**config.mk**
```make
export PLATFORM = sky130hd
export DESIGN_NAME = go_back_n_sender_window_flat
export DESIGN_NICKNAME = d
export VERILOG_FILES = /design/src/sv/gbn_pkg.sv /design/src/sv/gbn_if.sv /design/src/sv/gbn_ram.sv /design/src/sv/gbn_cfg.sv /design/src/sv/gbn_ctrl.sv /design/src/sv/go_back_n_sender_window.sv /design/src/flat_wrapper.sv
export SDC_FILE = /design/constraint.sdc
export NUM_CORES = 1
export LEC_CHECK = 0
export ABC_CLOCK_PERIOD_IN_PS = 8800
export BUFFER_PORTS_ARGS = -buffer_cell sky130_fd_sc_hd__buf_4
export CORE_MARGIN = 2
export CORE_UTILIZATION = 54
export DETAILED_ROUTE_END_ITERATION = 7
export PLACE_DENSITY = 0.72
export SETUP_SLACK_MARGIN = 0.3
export SLEW_MARGIN = 20
export SYNTH_ARGS = -nofsm -noshare
export SYNTH_HDL_FRONTEND = slang
export SYNTH_HIERARCHICAL = 1
export SYNTH_SLANG_ARGS = --single-unit
```
**constraint.sdc**
```tcl
create_clock -name i_clk -period 8.8 [get_ports i_clk]
set_input_delay 0.44 -clock i_clk [delete_from_list [all_inputs] [get_ports i_clk]]
set_output_delay 0.44 -clock i_clk [all_outputs]
set_load 0.05 [all_outputs]
```
**src/sv/gbn_pkg.sv**
```systemverilog
// Shared types and constants for the Go-Back-N sender window.
// No dependencies; every other file but gbn_ram refers to this package by scoped names.
`default_nettype none

package gbn_pkg;

    // Fixed field widths of the channels
    localparam int OP_W       = 2;
    localparam int PAY_W      = 32;
    localparam int SEQ_W      = 4;
    localparam int TMR_W      = 2;
    localparam int CNT_OUT_W  = 4;
    localparam int LIMIT_W    = 4;
    localparam int CFG_IDX_W  = 2;
    localparam int CFG_DATA_W = 4;
    localparam int MISS_W     = 3;

    // Sequence space wraps at 2**SEQ_W
    localparam int SEQ_MODULUS  = 2 ** SEQ_W;
    localparam int PAYLOAD_BITS = PAY_W;
    localparam logic [SEQ_W-1:0] INITIAL_SEQ = SEQ_W'(0);

    localparam int DEF_WINDOW_DEPTH = 8;
    localparam logic [LIMIT_W-1:0] LIMIT_RESET = LIMIT_W'(4);
    localparam logic [MISS_W-1:0]  MISS_LIMIT  = MISS_W'(4);

    // Configuration register indexes
    localparam logic [CFG_IDX_W-1:0] CFG_FAST_RESEND  = CFG_IDX_W'(0);
    localparam logic [CFG_IDX_W-1:0] CFG_WINDOW_LIMIT = CFG_IDX_W'(1);

    typedef enum logic [OP_W-1:0] {
        OP_SEND    = 2'd0,
        OP_ACK     = 2'd1,
        OP_TIMEOUT = 2'd2,
        OP_NONE    = 2'd3
    } t_op;

    typedef enum logic [TMR_W-1:0] {
        TMR_NONE    = 2'd0,
        TMR_RESTART = 2'd1,
        TMR_STOP    = 2'd2
    } t_tmr;

    typedef enum logic {
        ST_IDLE,
        ST_READ
    } t_state;

    typedef struct packed {
        logic               fast_en;
        logic [LIMIT_W-1:0] window_limit;
    } t_cfg;

    typedef struct packed {
        logic                 send_accepted;
        logic                 pkt_valid;
        logic [SEQ_W-1:0]     pkt_seq;
        logic [PAY_W-1:0]     pkt_payload;
        t_tmr                 timer_cmd;
        logic                 fast_resend_fired;
        logic [CNT_OUT_W-1:0] window_count;
        logic                 window_full;
        logic                 last;
    } t_result;

    typedef struct packed {
        logic busy;
        logic rd_pend;
    } t_stat;

endpackage

`default_nettype wire

```
**src/sv/gbn_if.sv**
```systemverilog
// Handshake channels of the sender window: event input, result output, config writes.
// Depends on gbn_pkg for field widths.
`default_nettype none

interface gbn_in_if;
    logic                       valid;
    logic                       ready;
    logic [gbn_pkg::OP_W-1:0]   op;
    logic [gbn_pkg::PAY_W-1:0]  payload;
    logic [gbn_pkg::SEQ_W-1:0]  ack_num;
    logic                       ack_checksum_ok;

    modport source (output valid, op, payload, ack_num, ack_checksum_ok, input ready);
    modport sink   (input valid, op, payload, ack_num, ack_checksum_ok, output ready);
endinterface

interface gbn_out_if;
    logic                          valid;
    logic                          ready;
    logic                          send_accepted;
    logic                          pkt_valid;
    logic [gbn_pkg::SEQ_W-1:0]     pkt_seq;
    logic [gbn_pkg::PAY_W-1:0]     pkt_payload;
    logic [gbn_pkg::TMR_W-1:0]     timer_cmd;
    logic                          fast_resend_fired;
    logic [gbn_pkg::CNT_OUT_W-1:0] window_count;
    logic                          window_full;
    logic                          last;

    modport source (output valid, send_accepted, pkt_valid, pkt_seq, pkt_payload, timer_cmd,
                    fast_resend_fired, window_count, window_full, last, input ready);
    modport sink   (input valid, send_accepted, pkt_valid, pkt_seq, pkt_payload, timer_cmd,
                    fast_resend_fired, window_count, window_full, last, output ready);
endinterface

interface gbn_cfg_if;
    logic                            valid;
    logic                            ready;
    logic [gbn_pkg::CFG_IDX_W-1:0]   index;
    logic [gbn_pkg::CFG_DATA_W-1:0]  data;

    modport source (output valid, index, data, input ready);
    modport sink   (input valid, index, data, output ready);
endinterface

`default_nettype wire

```
**src/sv/gbn_ram.sv**
```systemverilog
// Generic single-write, single-read synchronous RAM with registered read data.
// No dependencies.
`default_nettype none

module gbn_ram #(
    parameter int WIDTH = 32,
    parameter int DEPTH = 8
) (
    input  wire logic                                i_clk,
    input  wire logic                                i_we,
    input  wire logic [(DEPTH > 1 ? $clog2(DEPTH) : 1)-1:0] i_waddr,
    input  wire logic [WIDTH-1:0]                    i_wdata,
    input  wire logic                                i_re,
    input  wire logic [(DEPTH > 1 ? $clog2(DEPTH) : 1)-1:0] i_raddr,
    output logic      [WIDTH-1:0]                    o_rdata
);

    logic [WIDTH-1:0] r_mem [DEPTH];

    always_ff @(posedge i_clk) begin
        if (i_we) begin
            r_mem[i_waddr] <= i_wdata;
        end
        if (i_re) begin
            o_rdata <= r_mem[i_raddr];
        end
    end

endmodule

`default_nettype wire

```
**src/sv/gbn_cfg.sv**
```systemverilog
// Configuration registers: fast resend enable and window limit.
// Depends on gbn_pkg and the gbn_cfg_if channel.
`default_nettype none

module gbn_cfg (
    input  wire logic    i_clk,
    input  wire logic    i_rst_n,
    gbn_cfg_if.sink      i_cfg,
    output gbn_pkg::t_cfg o_cfg
);

    gbn_pkg::t_cfg r_cfg;

    assign i_cfg.ready = i_rst_n;
    assign o_cfg       = r_cfg;

    always_ff @(posedge i_clk) begin
        if (!i_rst_n) begin
            r_cfg.fast_en      <= 1'b0;
            r_cfg.window_limit <= gbn_pkg::LIMIT_RESET;
        end else if (i_cfg.valid) begin
            case (i_cfg.index)
                gbn_pkg::CFG_FAST_RESEND: begin
                    r_cfg.fast_en <= i_cfg.data[0];
                end
                gbn_pkg::CFG_WINDOW_LIMIT: begin
                    r_cfg.window_limit <= i_cfg.data[gbn_pkg::LIMIT_W-1:0];
                end
                default: begin
                end
            endcase
        end
    end

endmodule

`default_nettype wire

```
**src/sv/gbn_ctrl.sv**
```systemverilog
// Window control: event decode, window state, ring read engine and result register.
// Depends on gbn_pkg and the gbn_in_if / gbn_out_if channels; drives the ring RAM.
`default_nettype none

module gbn_ctrl #(
    parameter int WINDOW_DEPTH = gbn_pkg::DEF_WINDOW_DEPTH
) (
    input  wire logic                                        i_clk,
    input  wire logic                                        i_rst_n,
    input  wire gbn_pkg::t_cfg                               i_cfg,
    gbn_in_if.sink                                           i_in,
    gbn_out_if.source                                        o_out,
    output logic                                             o_ram_we,
    output logic [(WINDOW_DEPTH > 1 ? $clog2(WINDOW_DEPTH) : 1)-1:0] o_ram_waddr,
    output logic [gbn_pkg::PAY_W-1:0]                        o_ram_wdata,
    output logic                                             o_ram_re,
    output logic [(WINDOW_DEPTH > 1 ? $clog2(WINDOW_DEPTH) : 1)-1:0] o_ram_raddr,
    input  wire logic [gbn_pkg::PAY_W-1:0]                   i_ram_rdata,
    output gbn_pkg::t_stat                                   o_stat
);

    localparam int AW = (WINDOW_DEPTH > 1) ? $clog2(WINDOW_DEPTH) : 1;
    localparam int CW = $clog2(WINDOW_DEPTH + 1);
    localparam int LW = (CW > gbn_pkg::LIMIT_W) ? CW : gbn_pkg::LIMIT_W;
    localparam int SW = gbn_pkg::SEQ_W;
    localparam logic [LW-1:0] DEPTH_L = LW'(WINDOW_DEPTH);

    // Ring index add; both operands keep the sum below twice the depth
    function automatic logic [AW-1:0] idx_add(input logic [AW-1:0] a, input logic [CW-1:0] b);
        logic [CW:0] s;
        s = (CW+1)'(a) + (CW+1)'(b);
        if (s >= (CW+1)'(WINDOW_DEPTH)) begin
            s = s - (CW+1)'(WINDOW_DEPTH);
        end
        return s[AW-1:0];
    endfunction

    gbn_pkg::t_state r_state, n_state;
    logic [AW-1:0]   r_head, n_head;
    logic [CW-1:0]   r_count, n_count;
    logic [SW-1:0]   r_base, n_base;
    logic [gbn_pkg::MISS_W-1:0] r_miss, n_miss;

    logic [CW-1:0]   r_rd_left, n_rd_left;
    logic [AW-1:0]   r_rd_addr, n_rd_addr;
    logic [SW-1:0]   r_rd_seq, n_rd_seq;
    logic            r_rd_pend, n_rd_pend;
    logic [SW-1:0]   r_pend_seq, n_pend_seq;
    logic            r_pend_last, n_pend_last;
    logic            r_rd_fast, n_rd_fast;
    gbn_pkg::t_tmr   r_fast_tmr, n_fast_tmr;

    logic             r_ov, n_ov;
    gbn_pkg::t_result r_out;

    logic             in_ready, accept, out_free;
    logic             start_read, direct_load, fire;
    logic             rd_issue, rd_load, rd_done;
    gbn_pkg::t_op     op;
    gbn_pkg::t_tmr    ack_tmr;
    gbn_pkg::t_result direct_res, rd_res;
    logic [LW-1:0]    eff_limit, lim_ext;
    logic             full_now;
    logic [SW-1:0]    drop_seq;
    logic [CW-1:0]    drop;
    logic [gbn_pkg::MISS_W-1:0] miss_inc;

    assign op        = gbn_pkg::t_op'(i_in.op);
    assign out_free  = !r_ov || o_out.ready;
    assign in_ready  = i_rst_n && (r_state == gbn_pkg::ST_IDLE) && out_free;
    assign accept    = i_in.valid && in_ready;
    assign i_in.ready = in_ready;

    // Limit of zero acts as one, anything above the ring depth as the depth
    assign lim_ext   = LW'(i_cfg.window_limit);
    assign eff_limit = (lim_ext == '0) ? LW'(1) : ((lim_ext > DEPTH_L) ? DEPTH_L : lim_ext);
    assign full_now  = LW'(r_count) >= eff_limit;

    assign drop_seq  = i_in.ack_num - r_base;
    assign drop      = (LW'(drop_seq) > LW'(r_count)) ? r_count : CW'(drop_seq);
    assign miss_inc  = r_miss + gbn_pkg::MISS_W'(1);

    assign rd_load  = r_rd_pend && out_free;
    assign rd_issue = (r_state == gbn_pkg::ST_READ) && (r_rd_left != '0) &&
                      (!r_rd_pend || rd_load);
    assign rd_done  = (r_state == gbn_pkg::ST_READ) && (r_rd_left == '0) &&
                      (!r_rd_pend || rd_load);

    always_comb begin : next_state
        n_state = r_state;
        case (r_state)
            gbn_pkg::ST_IDLE: begin
                if (start_read) begin
                    n_state = gbn_pkg::ST_READ;
                end
            end
            gbn_pkg::ST_READ: begin
                if (rd_done) begin
                    n_state = gbn_pkg::ST_IDLE;
                end
            end
            default: begin
                n_state = gbn_pkg::ST_IDLE;
            end
        endcase
    end

    always_comb begin : datapath
        n_head      = r_head;
        n_count     = r_count;
        n_base      = r_base;
        n_miss      = r_miss;
        n_rd_left   = r_rd_left;
        n_rd_addr   = r_rd_addr;
        n_rd_seq    = r_rd_seq;
        n_pend_seq  = r_pend_seq;
        n_pend_last = r_pend_last;
        n_rd_fast   = r_rd_fast;
        n_fast_tmr  = r_fast_tmr;
        start_read  = 1'b0;
        direct_load = 1'b0;
        fire        = 1'b0;
        ack_tmr     = gbn_pkg::TMR_NONE;
        o_ram_we    = 1'b0;
        o_ram_re    = 1'b0;
        direct_res  = '0;
        direct_res.timer_cmd = gbn_pkg::TMR_NONE;
        direct_res.last      = 1'b1;

        if (accept) begin
            case (op)
                gbn_pkg::OP_SEND: begin
                    direct_load = 1'b1;
                    if (!full_now) begin
                        o_ram_we                 = 1'b1;
                        n_count                  = r_count + CW'(1);
                        direct_res.send_accepted = 1'b1;
                        direct_res.pkt_valid     = 1'b1;
                        direct_res.pkt_seq       = r_base + SW'(r_count);
                        direct_res.pkt_payload   = i_in.payload;
                        direct_res.timer_cmd     = gbn_pkg::TMR_RESTART;
                    end
                end
                gbn_pkg::OP_ACK: begin
                    if (!i_in.ack_checksum_ok) begin
                        direct_load = 1'b1;
                    end else begin
                        if (i_in.ack_num != r_base + SW'(1)) begin
                            if (miss_inc == gbn_pkg::MISS_LIMIT) begin
                                n_miss = '0;
                                fire   = i_cfg.fast_en && (r_count != '0);
                            end else begin
                                n_miss = miss_inc;
                            end
                        end else begin
                            n_miss = '0;
                        end
                        n_head  = idx_add(r_head, drop);
                        n_count = r_count - drop;
                        n_base  = i_in.ack_num;
                        ack_tmr = (n_count != '0) ? gbn_pkg::TMR_RESTART : gbn_pkg::TMR_STOP;
                        if (fire) begin
                            start_read = 1'b1;
                            n_rd_left  = CW'(1);
                            n_rd_addr  = r_head;
                            n_rd_seq   = r_base;
                            n_rd_fast  = 1'b1;
                            n_fast_tmr = ack_tmr;
                        end else begin
                            direct_load          = 1'b1;
                            direct_res.timer_cmd = ack_tmr;
                        end
                    end
                end
                gbn_pkg::OP_TIMEOUT: begin
                    if (r_count == '0) begin
                        direct_load          = 1'b1;
                        direct_res.timer_cmd = gbn_pkg::TMR_RESTART;
                    end else begin
                        start_read = 1'b1;
                        n_rd_left  = r_count;
                        n_rd_addr  = r_head;
                        n_rd_seq   = r_base;
                        n_rd_fast  = 1'b0;
                    end
                end
                default: begin
                    direct_load = 1'b1;
                end
            endcase
        end

        direct_res.window_count = gbn_pkg::CNT_OUT_W'(n_count);
        direct_res.window_full  = LW'(n_count) >= eff_limit;

        // Issue one ring read per cycle while the result register keeps draining
        if (rd_issue) begin
            o_ram_re    = 1'b1;
            n_rd_addr   = idx_add(r_rd_addr, CW'(1));
            n_rd_left   = r_rd_left - CW'(1);
            n_pend_seq  = r_rd_seq;
            n_pend_last = (r_rd_left == CW'(1));
            n_rd_seq    = r_rd_seq + SW'(1);
        end
        n_rd_pend = rd_issue || (r_rd_pend && !rd_load);
        n_ov      = (r_ov && !o_out.ready) || direct_load || rd_load;
    end

    always_comb begin : read_result
        rd_res                   = '0;
        rd_res.pkt_valid         = 1'b1;
        rd_res.pkt_seq           = r_pend_seq;
        rd_res.pkt_payload       = i_ram_rdata;
        rd_res.fast_resend_fired = r_rd_fast;
        rd_res.last              = r_pend_last;
        rd_res.window_count      = gbn_pkg::CNT_OUT_W'(r_count);
        rd_res.window_full       = full_now;
        if (r_rd_fast) begin
            rd_res.timer_cmd = r_fast_tmr;
        end else begin
            rd_res.timer_cmd = r_pend_last ? gbn_pkg::TMR_RESTART : gbn_pkg::TMR_NONE;
        end
    end

    assign o_ram_waddr = idx_add(r_head, r_count);
    assign o_ram_wdata = i_in.payload;
    assign o_ram_raddr = r_rd_addr;

    always_ff @(posedge i_clk) begin
        if (!i_rst_n) begin
            r_state   <= gbn_pkg::ST_IDLE;
            r_head    <= '0;
            r_count   <= '0;
            r_base    <= gbn_pkg::INITIAL_SEQ;
            r_miss    <= '0;
            r_rd_left <= '0;
            r_rd_pend <= 1'b0;
            r_ov      <= 1'b0;
        end else begin
            r_state   <= n_state;
            r_head    <= n_head;
            r_count   <= n_count;
            r_base    <= n_base;
            r_miss    <= n_miss;
            r_rd_left <= n_rd_left;
            r_rd_pend <= n_rd_pend;
            r_ov      <= n_ov;
        end
    end

    always_ff @(posedge i_clk) begin
        r_rd_addr   <= n_rd_addr;
        r_rd_seq    <= n_rd_seq;
        r_pend_seq  <= n_pend_seq;
        r_pend_last <= n_pend_last;
        r_rd_fast   <= n_rd_fast;
        r_fast_tmr  <= n_fast_tmr;
        if (direct_load) begin
            r_out <= direct_res;
        end else if (rd_load) begin
            r_out <= rd_res;
        end
    end

    assign o_out.valid             = r_ov;
    assign o_out.send_accepted     = r_out.send_accepted;
    assign o_out.pkt_valid         = r_out.pkt_valid;
    assign o_out.pkt_seq           = r_out.pkt_seq;
    assign o_out.pkt_payload       = r_out.pkt_payload;
    assign o_out.timer_cmd         = r_out.timer_cmd;
    assign o_out.fast_resend_fired = r_out.fast_resend_fired;
    assign o_out.window_count      = r_out.window_count;
    assign o_out.window_full       = r_out.window_full;
    assign o_out.last              = r_out.last;

    assign o_stat.busy    = (r_state == gbn_pkg::ST_READ);
    assign o_stat.rd_pend = r_rd_pend;

endmodule

`default_nettype wire

```
**src/sv/go_back_n_sender_window.sv**
```systemverilog
// Go-Back-N sender window, top level: config registers, window control and payload ring.
// Depends on gbn_pkg, gbn_if, gbn_ram, gbn_cfg and gbn_ctrl.
//
// The block keeps unacked payload words in a WINDOW_DEPTH-entry ring RAM, refuses sends
// at the clamped limit, and turns each event (send, ack, timer expiry) into one or more
// result transfers. Sends, acks without a fast resend, corrupt acks, unused op codes and
// timeouts on an empty window write their result straight into the output register, and
// the next input is taken while it waits, as long as the output side keeps up. An ack that
// fires a fast resend reads the front ring entry through the RAM's registered read port:
// the read engine issues the read, the RAM registers the word, the output register takes
// it, and no new input is taken until the engine is idle again. A timeout with N packets
// held replays them through the same read port at one packet per cycle while the output
// register keeps draining; no new input is taken until the last packet has been loaded
// into the output register. Output stalls hold back both readouts.
// The ring has no reset and no clearing pass; only entries written by a send are ever read.
`default_nettype none

module go_back_n_sender_window #(
    parameter int WINDOW_DEPTH = gbn_pkg::DEF_WINDOW_DEPTH
) (
    input  wire logic i_clk,
    input  wire logic i_rst_n,
    gbn_cfg_if.sink   i_cfg,
    gbn_in_if.sink    i_in,
    gbn_out_if.source o_out
);

    localparam int AW = (WINDOW_DEPTH > 1) ? $clog2(WINDOW_DEPTH) : 1;

    gbn_pkg::t_cfg  cfg;
    gbn_pkg::t_stat stat;

    logic                      ram_we;
    logic [AW-1:0]             ram_waddr;
    logic [gbn_pkg::PAY_W-1:0] ram_wdata;
    logic                      ram_re;
    logic [AW-1:0]             ram_raddr;
    logic [gbn_pkg::PAY_W-1:0] ram_rdata;

    // Fast resend enable, window limit; user writes only while block is idle; unchecked
    gbn_cfg u_cfg (
        .i_clk   (i_clk),
        .i_rst_n (i_rst_n),
        .i_cfg   (i_cfg),
        .o_cfg   (cfg)
    );

    // Payload ring: one write per accepted send, one read per replayed packet
    gbn_ram #(
        .WIDTH (gbn_pkg::PAYLOAD_BITS),
        .DEPTH (WINDOW_DEPTH)
    ) u_ring (
        .i_clk   (i_clk),
        .i_we    (ram_we),
        .i_waddr (ram_waddr),
        .i_wdata (ram_wdata),
        .i_re    (ram_re),
        .i_raddr (ram_raddr),
        .o_rdata (ram_rdata)
    );

    // Window state, event decode, read engine and output register
    gbn_ctrl #(
        .WINDOW_DEPTH (WINDOW_DEPTH)
    ) u_ctrl (
        .i_clk       (i_clk),
        .i_rst_n     (i_rst_n),
        .i_cfg       (cfg),
        .i_in        (i_in),
        .o_out       (o_out),
        .o_ram_we    (ram_we),
        .o_ram_waddr (ram_waddr),
        .o_ram_wdata (ram_wdata),
        .o_ram_re    (ram_re),
        .o_ram_raddr (ram_raddr),
        .i_ram_rdata (ram_rdata),
        .o_stat      (stat)
    );

    // No new event is taken while a replay or fast resend is still reading the ring
    a_busy_blocks_input: assert property (@(posedge i_clk) disable iff (!i_rst_n)
        stat.busy |-> !i_in.ready)
        else $error("input ready while ring readout in progress");

    // A read still in flight must keep the engine busy
    a_idle_no_pending: assert property (@(posedge i_clk) disable iff (!i_rst_n)
        !stat.busy |-> !stat.rd_pend)
        else $error("pending ring read left behind after readout");

    // A fast resend is always a single packet that ends its event
    a_fast_is_last_pkt: assert property (@(posedge i_clk) disable iff (!i_rst_n)
        (o_out.valid && o_out.fast_resend_fired) |-> (o_out.pkt_valid && o_out.last))
        else $error("fast resend without packet or not last");

    // Only replays give more than one transfer per event, and only the last moves the timer
    a_mid_replay: assert property (@(posedge i_clk) disable iff (!i_rst_n)
        (o_out.valid && !o_out.last) |->
            (o_out.pkt_valid && (o_out.timer_cmd == gbn_pkg::TMR_NONE)))
        else $error("non-final transfer is not a plain replay packet");

endmodule

`default_nettype wire

```
**src/flat_wrapper.sv**
```systemverilog
// flat-port wrapper written by rule: the top's interface ports become plain ports
module go_back_n_sender_window_flat 
#(
    parameter int WINDOW_DEPTH = gbn_pkg::DEF_WINDOW_DEPTH
)
  (i_clk, i_rst_n, i_cfg_valid, i_cfg_index, i_cfg_data, i_cfg_ready, i_in_valid, i_in_op, i_in_payload, i_in_ack_num, i_in_ack_checksum_ok, i_in_ready, o_out_valid, o_out_send_accepted, o_out_pkt_valid, o_out_pkt_seq, o_out_pkt_payload, o_out_timer_cmd, o_out_fast_resend_fired, o_out_window_count, o_out_window_full, o_out_last, o_out_ready);
  gbn_cfg_if i_cfg_i ();
  gbn_in_if i_in_i ();
  gbn_out_if o_out_i ();
  input  wire logic i_clk;
  input  wire logic i_rst_n;
  input wire logic [$bits(i_cfg_i.valid)-1:0] i_cfg_valid;
  input wire logic [$bits(i_cfg_i.index)-1:0] i_cfg_index;
  input wire logic [$bits(i_cfg_i.data)-1:0] i_cfg_data;
  output wire logic [$bits(i_cfg_i.ready)-1:0] i_cfg_ready;
  input wire logic [$bits(i_in_i.valid)-1:0] i_in_valid;
  input wire logic [$bits(i_in_i.op)-1:0] i_in_op;
  input wire logic [$bits(i_in_i.payload)-1:0] i_in_payload;
  input wire logic [$bits(i_in_i.ack_num)-1:0] i_in_ack_num;
  input wire logic [$bits(i_in_i.ack_checksum_ok)-1:0] i_in_ack_checksum_ok;
  output wire logic [$bits(i_in_i.ready)-1:0] i_in_ready;
  output wire logic [$bits(o_out_i.valid)-1:0] o_out_valid;
  output wire logic [$bits(o_out_i.send_accepted)-1:0] o_out_send_accepted;
  output wire logic [$bits(o_out_i.pkt_valid)-1:0] o_out_pkt_valid;
  output wire logic [$bits(o_out_i.pkt_seq)-1:0] o_out_pkt_seq;
  output wire logic [$bits(o_out_i.pkt_payload)-1:0] o_out_pkt_payload;
  output wire logic [$bits(o_out_i.timer_cmd)-1:0] o_out_timer_cmd;
  output wire logic [$bits(o_out_i.fast_resend_fired)-1:0] o_out_fast_resend_fired;
  output wire logic [$bits(o_out_i.window_count)-1:0] o_out_window_count;
  output wire logic [$bits(o_out_i.window_full)-1:0] o_out_window_full;
  output wire logic [$bits(o_out_i.last)-1:0] o_out_last;
  input wire logic [$bits(o_out_i.ready)-1:0] o_out_ready;
  assign i_cfg_i.valid = i_cfg_valid;
  assign i_cfg_i.index = i_cfg_index;
  assign i_cfg_i.data = i_cfg_data;
  assign i_cfg_ready = i_cfg_i.ready;
  assign i_in_i.valid = i_in_valid;
  assign i_in_i.op = i_in_op;
  assign i_in_i.payload = i_in_payload;
  assign i_in_i.ack_num = i_in_ack_num;
  assign i_in_i.ack_checksum_ok = i_in_ack_checksum_ok;
  assign i_in_ready = i_in_i.ready;
  assign o_out_valid = o_out_i.valid;
  assign o_out_send_accepted = o_out_i.send_accepted;
  assign o_out_pkt_valid = o_out_i.pkt_valid;
  assign o_out_pkt_seq = o_out_i.pkt_seq;
  assign o_out_pkt_payload = o_out_i.pkt_payload;
  assign o_out_timer_cmd = o_out_i.timer_cmd;
  assign o_out_fast_resend_fired = o_out_i.fast_resend_fired;
  assign o_out_window_count = o_out_i.window_count;
  assign o_out_window_full = o_out_i.window_full;
  assign o_out_last = o_out_i.last;
  assign o_out_i.ready = o_out_ready;
  go_back_n_sender_window #(.WINDOW_DEPTH(WINDOW_DEPTH)) u_core (.i_clk(i_clk), .i_rst_n(i_rst_n), .i_cfg(i_cfg_i), .i_in(i_in_i), .o_out(o_out_i));
endmodule
```
==> metrics.cfg <==
[placement]
io_buffer_count=99
dp_slack_ps=3860
hpwl_um=17600
gp_congestion=0.857
placement.cell_area_um2=16900

[clock_network]
clock-root-buffer=clkbuf_16
cts.clk_slew.worst_paths_ps=60
cts_tree=yes
cts_inserted_buffers=39
insertion_delay_ps=520
cts_setup_buffers=0
hold_buffers=0
cts.path.max_buffers=3
cts_resized=0
clock-sinks=376
cts_htree_levels=2

[routing]
antenna_left=0
post_drt_wl_per_cell_um=22.7
vias=8308
finalWirelength_um=31700
route.detailed.drc=0
viasPerCell=5.95
firstDrtPassIters=5
drt_iter0_markers=672

[sta]
max_freq_mhz=203
hold_ws_ps=158
fin_crit_ps=4930
setup_ws_ps=3870
setup-violations-final=0
drv_slew=0
fin_crit_sh_pct=56.0
finalHoldViolations=0
finalSetupTns_ps=0
clock_skew_ps=10.8
max_slew_margin_pct=40.5
rsz0062_at_grt=false
worst_slew_pin_slew_ps=893

[cells_and_area]
drive_gt1_share_pct=24.9
fill_cells=2080
area_growth_pct=13.2
layout.nets=1068
design_area_um2=18100
n_antenna_cell=0
post-route-util_pct=61.6

[grt]
grt_pass1_vias=8275
grt_usage_pct=20.7
grt_pass1_wl_um=48200
grt-ovfl-total=0
grt_max_degree=66
antenna_found_initial=1

[critical_path]
rr_worst_depth=20
cp.arrival_ps=5190
start_kind=register
path_max_fanout=8
cp-end-kind=register
critPathKind=reg2reg
crit_path_start=u_core/u_ctrl/r_base[1]$_SDFFE_PN0P_
crit_required_ps=9060
timing.rr.start=u_core/u_ctrl/r_base[1]$_SDFFE_PN0P_

[die]
start_util_pct=54.4
coreArea_um2=29400
placementRows=63
die_w_um=176
ioPinCount=100
die_y_um=176
dieArea_um2=31000

[synthesis]
syn_inst=892
synth_warnings=6
synth_nets=983
syn_area_per_cell_um2=17.9
syn-cell-area_um2=16000

[power]
seqPwrFrac_pct=53.4
clockPowerShare_pct=40.9
comb_power_share_pct=5.7
p_int_mw=2.91
peakVddDrop_uv=154
powerDensity_nw_per_um2=204
p_sw_mw=0.791
power_leakage_nw=6.41
switching_share_pct=21.4

[worst_hold_path]
hold_start=i_in_payload[2]
worst_hold_path.num_cells=1
hp-class=in2reg

[job]
drv_cap=0

[status]
outcome=finished clean

==> layout by cell type, fill, tap and decap left out, drive strengths merged, types with 22 or more instances in the layout <==
cell type	instances
edfxtp	348
buf	115
mux4	64
nand2	47
clkbuf	45
a22o	38
ha	36
mux2	33
dfxtp	28
inv	27
nor2	26
clkinv	22
==> worst max-delay path: stages (launching register included) <==
cell     delay [ps]
dfxtp_1         450
inv_1           130
ha_1            290
nand2_1          40
o21ai_0         290
xor2_1          190
ha_1            260
nand4_1          70
o21ai_0          80
a21oi_1         450
o21ai_0         240
ha_1            260
fa_1            450
or3_1           350
a21oi_1         150
a221o_1         170
ha_1            240
a21o_1          160
a21o_1          180
a21oi_1         130
o21ai_0          80
==> power groups by stage <==
| stage | Clock (mW) | Combinational [mW] | Sequential [mW] |
|---|---|---|---|
| after global placement | 0 | 0.207 | 2.01 |
| after CTS | 1.54 | 0.212 | 1.98 |
| after floorplan | 0 | 0.127 | 2.04 |
| after global routing | 1.62 | 0.231 | 1.98 |
| after detailed placement | 0 | 0.212 | 2.01 |
| final | 1.51 | 0.212 | 1.98 |
==> registers in the layout, summed over array words and instances, names as in the netlist, 2 cells and up <==
signal	cells
u_core/u_cfg/o_cfg	5
u_core/u_ctrl/r_rd_left	4
u_core/u_ctrl/o_out.timer_cmd	2
u_core/u_ctrl/r_count	4
u_core/u_ctrl/r_base	4
u_core/u_ctrl/o_ram_raddr	3
u_core/u_ctrl/o_out.pkt_payload	32
u_core/u_ctrl/o_out.pkt_seq	4
u_core/u_ctrl/r_head	3
u_core/u_ring/r_mem	256
u_core/u_ring/o_rdata	32
u_core/u_ctrl/r_pend_seq	4
u_core/u_ctrl/r_fast_tmr	2
u_core/u_ctrl/o_out.window_count	4
u_core/u_ctrl/r_miss	3
u_core/u_ctrl/r_rd_seq	4
==> path summary, 6_finish.rpt <==
path              slack [ps]                                            endpoint
hold reg to reg          460  u_core/u_ctrl/o_out.fast_resend_fired$_SDFFE_PP0P_
setup reg to reg        3870           u_core/u_ctrl/o_out.window_full$_DFFE_PP_
setup / recovery        3870           u_core/u_ctrl/o_out.window_full$_DFFE_PP_
hold / removal           160                 u_core/u_ring/r_mem[4][2]$_DFFE_PP_
==> area by class of cell <==
type	instances	area [µm²]	share of cell area, %
Sequential cell	376	11000	60.8
Multi-Input combinational cell	419	4460	24.6
Clock buffer	45	1020	5.63
Timing Repair Buffer	115	871	4.81
Tap cell	390	488	2.69
Clock inverter	25	163	0.898
Inverter	26	97.6	0.539
==> through the flow <==
step | instances | power (mW)
floorplan | 892 | 2.16
global placement | 1325 | 2.22
detailed placement | 1326 | 2.23
CTS | 1396 | 3.73
global route | 1396 | 3.83
finish | 1396 | 3.70
==> layer usage <==
metal  vias to the layer above  routed length [µm]  global-route usage, %
met2                       300               15500                   34.4
met4                         2                 620                   5.68
met3                        54                2090                   4.09
met5                         -                  13                      0
li1                       3707                   -                      -
met1                      4245               13400                   28.0
No activity file was read; power rests on OpenSTA's default activity.
